--- src/rtl/core/tcpf_pkg.sv ---
// shared types and codes for the two-class priority fifo
package tcpf_pkg;

    localparam logic [1:0] CMD_PUSH_NORMAL = 2'd0;
    localparam logic [1:0] CMD_PUSH_PRIO   = 2'd1;
    localparam logic [1:0] CMD_POP         = 2'd2;

    localparam logic [1:0] STATUS_PUSHED = 2'd0;
    localparam logic [1:0] STATUS_POPPED = 2'd1;
    localparam logic [1:0] STATUS_FULL   = 2'd2;
    localparam logic [1:0] STATUS_EMPTY  = 2'd3;

    typedef enum logic [1:0] {
        OP_HOLD,
        OP_POP,
        OP_INSERT
    } shift_op_t;

endpackage

--- src/rtl/core/tcpf_cell.sv ---
// one storage cell of the ordered shift row
module tcpf_cell #(
    parameter int WIDTH = 32,
    parameter int POS_W = 5,
    parameter int INDEX = 0
) (
    input  logic                 clk,
    input  tcpf_pkg::shift_op_t  op,
    input  logic [POS_W-1:0]     ins_pos,
    input  logic [WIDTH-1:0]     new_word,
    input  logic [WIDTH-1:0]     left_word,
    input  logic [WIDTH-1:0]     right_word,
    output logic [WIDTH-1:0]     word
);

    logic [WIDTH-1:0] word_reg;
    logic [WIDTH-1:0] word_next;
    logic [POS_W-1:0] my_pos;

    assign my_pos = POS_W'(INDEX);

    always_comb
    begin
        word_next = word_reg;
        unique case (op)
            tcpf_pkg::OP_POP:
            begin
                word_next = right_word;
            end
            tcpf_pkg::OP_INSERT:
            begin
                if (my_pos == ins_pos)
                begin
                    word_next = new_word;
                end
                else if (my_pos > ins_pos)
                begin
                    word_next = left_word;
                end
            end
            default:
            begin
                word_next = word_reg;
            end
        endcase
    end

    always_ff @(posedge clk)
    begin
        word_reg <= word_next;
    end

    assign word = word_reg;

endmodule

--- src/rtl/core/two_class_priority_fifo_top.sv ---
// top level of the two-class priority fifo: control, counters and cell row
//
// Takes one command per clock cycle; busy is never raised. The answer to a
// command appears on status, data_out and occupancy with done high in the
// cycle right after start, for exactly one cycle, and cannot be held off by
// the receiver. Words sit in one row of DEPTH cells kept in leave order,
// priority words ahead of normal words: a pop shifts the whole row one cell
// toward the head, a push writes its cell and shifts the cells behind it one
// place back.
module two_class_priority_fifo_top #(
    parameter int DEPTH         = 16,
    parameter int PAYLOAD_WIDTH = 32
) (
    input  logic                         clk,
    input  logic                         rst_n,
    input  logic                         start,
    output logic                         busy,
    input  logic [1:0]                   cmd,
    input  logic [PAYLOAD_WIDTH-1:0]     payload,
    output logic                         done,
    output logic [1:0]                   status,
    output logic [PAYLOAD_WIDTH-1:0]     data_out,
    output logic [$clog2(DEPTH+1)-1:0]   occupancy
);

    localparam int CNT_W = $clog2(DEPTH + 1);

    logic [CNT_W-1:0] count_reg;
    logic [CNT_W-1:0] count_next;
    logic [CNT_W-1:0] prio_reg;
    logic [CNT_W-1:0] prio_next;
    logic             done_reg;
    logic [1:0]       status_reg;
    logic [1:0]       status_next;
    logic [PAYLOAD_WIDTH-1:0] data_reg;
    logic [PAYLOAD_WIDTH-1:0] data_next;
    logic [CNT_W-1:0] occ_reg;

    logic             is_push;
    logic             is_prio;
    logic             full;
    logic             empty;
    logic [CNT_W-1:0] ins_pos;
    tcpf_pkg::shift_op_t op;
    logic [PAYLOAD_WIDTH-1:0] cell_word [DEPTH];

    assign busy    = 1'b0;
    assign is_push = (cmd == tcpf_pkg::CMD_PUSH_NORMAL) || (cmd == tcpf_pkg::CMD_PUSH_PRIO);
    assign is_prio = (cmd == tcpf_pkg::CMD_PUSH_PRIO);
    assign full    = (count_reg == CNT_W'(DEPTH));
    assign empty   = (count_reg == '0);
    assign ins_pos = is_prio ? prio_reg : count_reg;

    always_comb
    begin
        op          = tcpf_pkg::OP_HOLD;
        count_next  = count_reg;
        prio_next   = prio_reg;
        status_next = tcpf_pkg::STATUS_PUSHED;
        data_next   = '0;
        if (is_push)
        begin
            if (full)
            begin
                status_next = tcpf_pkg::STATUS_FULL;
            end
            else
            begin
                op          = start ? tcpf_pkg::OP_INSERT : tcpf_pkg::OP_HOLD;
                count_next  = count_reg + 1'b1;
                if (is_prio)
                begin
                    prio_next = prio_reg + 1'b1;
                end
            end
        end
        else
        begin
            if (empty)
            begin
                status_next = tcpf_pkg::STATUS_EMPTY;
            end
            else
            begin
                op          = start ? tcpf_pkg::OP_POP : tcpf_pkg::OP_HOLD;
                status_next = tcpf_pkg::STATUS_POPPED;
                data_next   = cell_word[0];
                count_next  = count_reg - 1'b1;
                if (prio_reg != '0)
                begin
                    prio_next = prio_reg - 1'b1;
                end
            end
        end
    end

    // ordered row of cells, head at index zero
    for (genvar i = 0; i < DEPTH; i++)
    begin : g_cell
        logic [PAYLOAD_WIDTH-1:0] left_word;
        logic [PAYLOAD_WIDTH-1:0] right_word;

        if (i == 0)
        begin : g_head
            assign left_word = payload;
        end
        else
        begin : g_body
            assign left_word = cell_word[i-1];
        end

        if (i == DEPTH - 1)
        begin : g_tail
            assign right_word = '0;
        end
        else
        begin : g_inner
            assign right_word = cell_word[i+1];
        end

        tcpf_cell #(
            .WIDTH (PAYLOAD_WIDTH),
            .POS_W (CNT_W),
            .INDEX (i)
        ) u_cell (
            .clk        (clk),
            .op         (op),
            .ins_pos    (ins_pos),
            .new_word   (payload),
            .left_word  (left_word),
            .right_word (right_word),
            .word       (cell_word[i])
        );
    end

    always_ff @(posedge clk or negedge rst_n)
    begin
        if (!rst_n)
        begin
            count_reg <= '0;
            prio_reg  <= '0;
            done_reg  <= 1'b0;
        end
        else
        begin
            done_reg <= start;
            if (start)
            begin
                count_reg <= count_next;
                prio_reg  <= prio_next;
            end
        end
    end

    always_ff @(posedge clk)
    begin
        if (start)
        begin
            status_reg <= status_next;
            data_reg   <= data_next;
            occ_reg    <= count_next;
        end
    end

    assign done      = done_reg;
    assign status    = status_reg;
    assign data_out  = data_reg;
    assign occupancy = occ_reg;

endmodule
--- config.mk ---
export PLATFORM = sky130hd
export DESIGN_NAME = two_class_priority_fifo_top
export DESIGN_NICKNAME = d
export VERILOG_FILES = /design/src/rtl/core/tcpf_pkg.sv /design/src/rtl/core/tcpf_cell.sv /design/src/rtl/core/two_class_priority_fifo_top.sv
export SDC_FILE = /design/constraint.sdc
export NUM_CORES = 1
export LEC_CHECK = 0
export CORE_MARGIN = 10
export CORE_UTILIZATION = 30
export CTS_CLUSTER_SIZE = 8
export DETAILED_ROUTE_END_ITERATION = 7
export DONT_BUFFER_PORTS = 1
export PLACE_DENSITY_LB_ADDON = 0.15
export SYNTH_ARGS = -nofsm -noshare
export SYNTH_HDL_FRONTEND = slang
export SYNTH_SLANG_ARGS = --single-unit
export TNS_END_PERCENT = 30
--- constraint.sdc ---
create_clock -name clk -period 3.95 [get_ports clk]
set_input_delay 0.395 -clock clk [delete_from_list [all_inputs] [get_ports clk]]
set_output_delay 0.395 -clock clk [all_outputs]
set_load 0.01 [all_outputs]
==> impl_metrics.yaml <==
worst_setup_path:
  path_cells: "inv_1 > ha_1 > nor3b_2 > a21oi_4 > buf_12 > buf_12 > nand2_1 > o211ai_1"
  critPathKind: "reg -> reg"
  r2r-start: "count_reg[1]"
  required_ns: 4.38
  crit_path_max_fanout: 36
  cpMostUsedCell: "buf_12"
  cpPeakStageDelay_ns: 0.61
  r2r-end: "g_cell[13].u_cell.word[4]"
  worst_ep_arrival_time_ns: 3.88
  crit_buf_inv: 3
  cp_slowest_cell: "a21oi_4"
  critPathLaunch: "count_reg[1]"
  reg2reg_depth: 8
  rrSetupSlack_ns: 0.50
  critPathTopFamily: "compound AO/OA/AOI/OAI gates"
  worstSetupEndpointType: "register"
  cp-start-kind: "register"
yosys:
  yosys-top-cells-area: "edfxtp_1 60%, o211ai_1 11%, nand2_1 8.4%"
  synth-seq-area-share_pct: 60.9
  synth_common_cells: "615 x nand2_1, 551 x edfxtp_1, 427 x nand3_1, 416 x o211ai_1, 93 x clkbuf_1"
  ys_warn_count: 0
  synth-async-reset-ratio_pct: 1.96
  synth.largest_area_cell: "edfxtp_1"
  synth_edf_count: 551
  synth_flop_cell: "edfxtp_1"
  synth_cells: 2538
  ys_ff_latch: 562
  syn_area_um2: 27600
  syn_avg_cell_area_um2: 10.9
  synth_cell_types: 54
  synth_top_area_share_pct: 59.9
  syn_nets: 2581
  synth_most_common_cell: "nand2_1"
final_layout:
  area_delta_synth_final_pct: 12.4
  register_area_um2: 16800
  final_util_pct: 33.9
  nets: 2479
  n_fill_cell: 9070
  drive_gt1_share_pct: 10.6
  antenna_cells: 0
  multi_input_area_um2: 9830
  largest_register_ffs: 512
sta:
  setup_tns_ns: 0
  slew_viol_final: 0
  fmax_mhz: 290
  finalCritPeriodShare_pct: 87.3
  finalHoldViolations: 0
  finalCriticalPeriod_ns: 3.45
  worst_slew_pin_slew_ns: 1.27
  relSlewSlack_pct: 15.3
  rsz0062_at_grt: "false"
  hold_ws_ns: 0.0346
  fin_skew_ns: 0.0222
  setup_violations: 0
routing:
  drtAntennaViolNets: 0
  wl_um: 84600
  post_drt_wl_per_cell_um: 23.3
  drtIter0Drc: 1939
  vias: 20200
  viasPerCell: 5.57
  drt_first_pass_iters: 5
  remaining_drc_errors: 0
grt:
  grt_max_degree: 253
  grt_pass1_wl_um: 130000
  antenna_found_initial: 2
  grt_pass1_vias: 19700
  grt_use_total_pct: 15.9
  grt_overflow: 0
worst_hold_path:
  hold_end: "done"
  min_from: "start"
  hold_class: "in -> reg"
  hold_depth: 1
pwr:
  power_leakage_nw: 10.5
  ir_drop_mv: 0.366
  pwr_density_cell_nw_per_um2: 632
clock_tree:
  clock_latency_ns: 0.62
  cts_tree: "done"
  numCtsBuffers: 80
  htree_num_levels: 3
  post_cts_resized: 0
  clk_pin_slew_ns: 0.05
  cts_sinks: 562
  cts.path.max_buffers: 3
  cts_root_buffer: "clkbuf_16"
die:
  die_y_um: 323
  die_x_um: 323
  initial_utilization_pct: 30.2
  die-area_um2: 105000
  pin_count: 78
  core_um2: 91500
  rows: 111
status:
  status: "completed"
placed_design:
  io_buffers: 0
  post-dp-hpwl_um: 50000
  place.gp.congestion: 0.771
job:
  maxCapViolations: 0
## worst max path at each step
stage	end	slack, ns	cells past startpoint
final	g_cell[13].u_cell.word[4]	0.50	8
after global routing	g_cell[3].u_cell.word[21]	0.33	9
after CTS	g_cell[13].u_cell.word[4]	0.51	8
after detailed placement	g_cell[13].u_cell.word[4]	0.53	8
after global placement	g_cell[4].u_cell.word[4]	0.55	6
after floorplan	g_cell[2].u_cell.word[0]	0.15	9
## metrics by stage
| step | cell area [um2] | worst slack [ns] | total power [mW] | cells |
|---|---|---|---|---|
| finish | 31100 | 0.501 | 19.6 | 3634 |
| detailed placement | 28800 | 0.530 | 13.5 | 3527 |
| global placement | 28700 | 0.548 | 13.4 | 3525 |
| floorplan | 27600 | 0.146 | 12.0 | 2538 |
| global route | 31100 | 0.332 | 20.7 | 3634 |
| CTS | 31100 | 0.513 | 19.8 | 3634 |
## logic make-up (layout without fill, tap and decap cells)
logic type | Yosys count | count (layout) | share of synthesized area [%]
buffers and inverters | 263 | 173 | 4.30
other | 1 | 1 | 0.0136
AO/OA/AOI/OAI | 531 | 531 | 14.5
flip-flops | 562 | 562 | 60.9
multiplexers | 14 | 14 | 0.580
XOR/XNOR | 8 | 8 | 0.254
adder cells (fa/ha/maj) | 6 | 6 | 0.299
AND/OR/NAND/NOR | 1153 | 1153 | 19.1
## metal layers
layer	vias to the layer above	part of all wire [%]	global-route usage [%]
met2	737	42	22.9
met4	4	2.2	4.87
met3	117	6.7	2.99
met1	10100	49	23.7
met5	-	0.028	0
li1	9304	-	-
## timing repair
action	CTS	global route
setup buffers	0	0
setup endpoints to repair	0	0
hold endpoints to repair	66	0
hold buffers	13	0
## final cells by class
type	instances	share of cell area [%]
flip-flops and latches	562	54.2
multi-input cells	1713	31.6
repair buffers	74	2.56
inverters	5	0.0604
clock inverters	4	0.149
clock buffers	90	6.64
well taps	1186	4.78
## cell usage in the layout (no fill, tap or decap), types with 3 or more instances in the layout
cell,netlist,final
a21o_1,6,5
a21oi_1,53,46
a21oi_4,0,8
a31o_2,6,6
a31oi_1,6,5
and2_1,33,33
buf_12,0,12
buf_16,0,3
buf_4,7,47
clkbuf_1,93,9
clkbuf_16,0,81
dfrtp_1,11,11
dlygate4sd3_1,0,12
edfxtp_1,551,551
ha_1,5,5
inv_1,5,5
mux2_2,5,5
mux2i_1,4,4
mux2i_2,3,3
nand2_1,615,615
nand3_1,427,421
nand3_2,35,41
nor2_1,16,9
nor2_4,0,7
nor3_1,5,5
nor4bb_1,3,3
o211ai_1,416,416
o211ai_2,32,32
o21ai_0,3,3
xnor2_1,6,6
## report_power, final
| group | internal (mW) | leakage, nW | switching [mW] |
|---|---|---|---|
| clock | 3.63 | 1.03 | 2.54 |
| sequential | 8.44 | 5.54 | 0.917 |
| combinational | 1.29 | 3.91 | 2.80 |
Note: power is estimated with default switching activity, not from simulation.
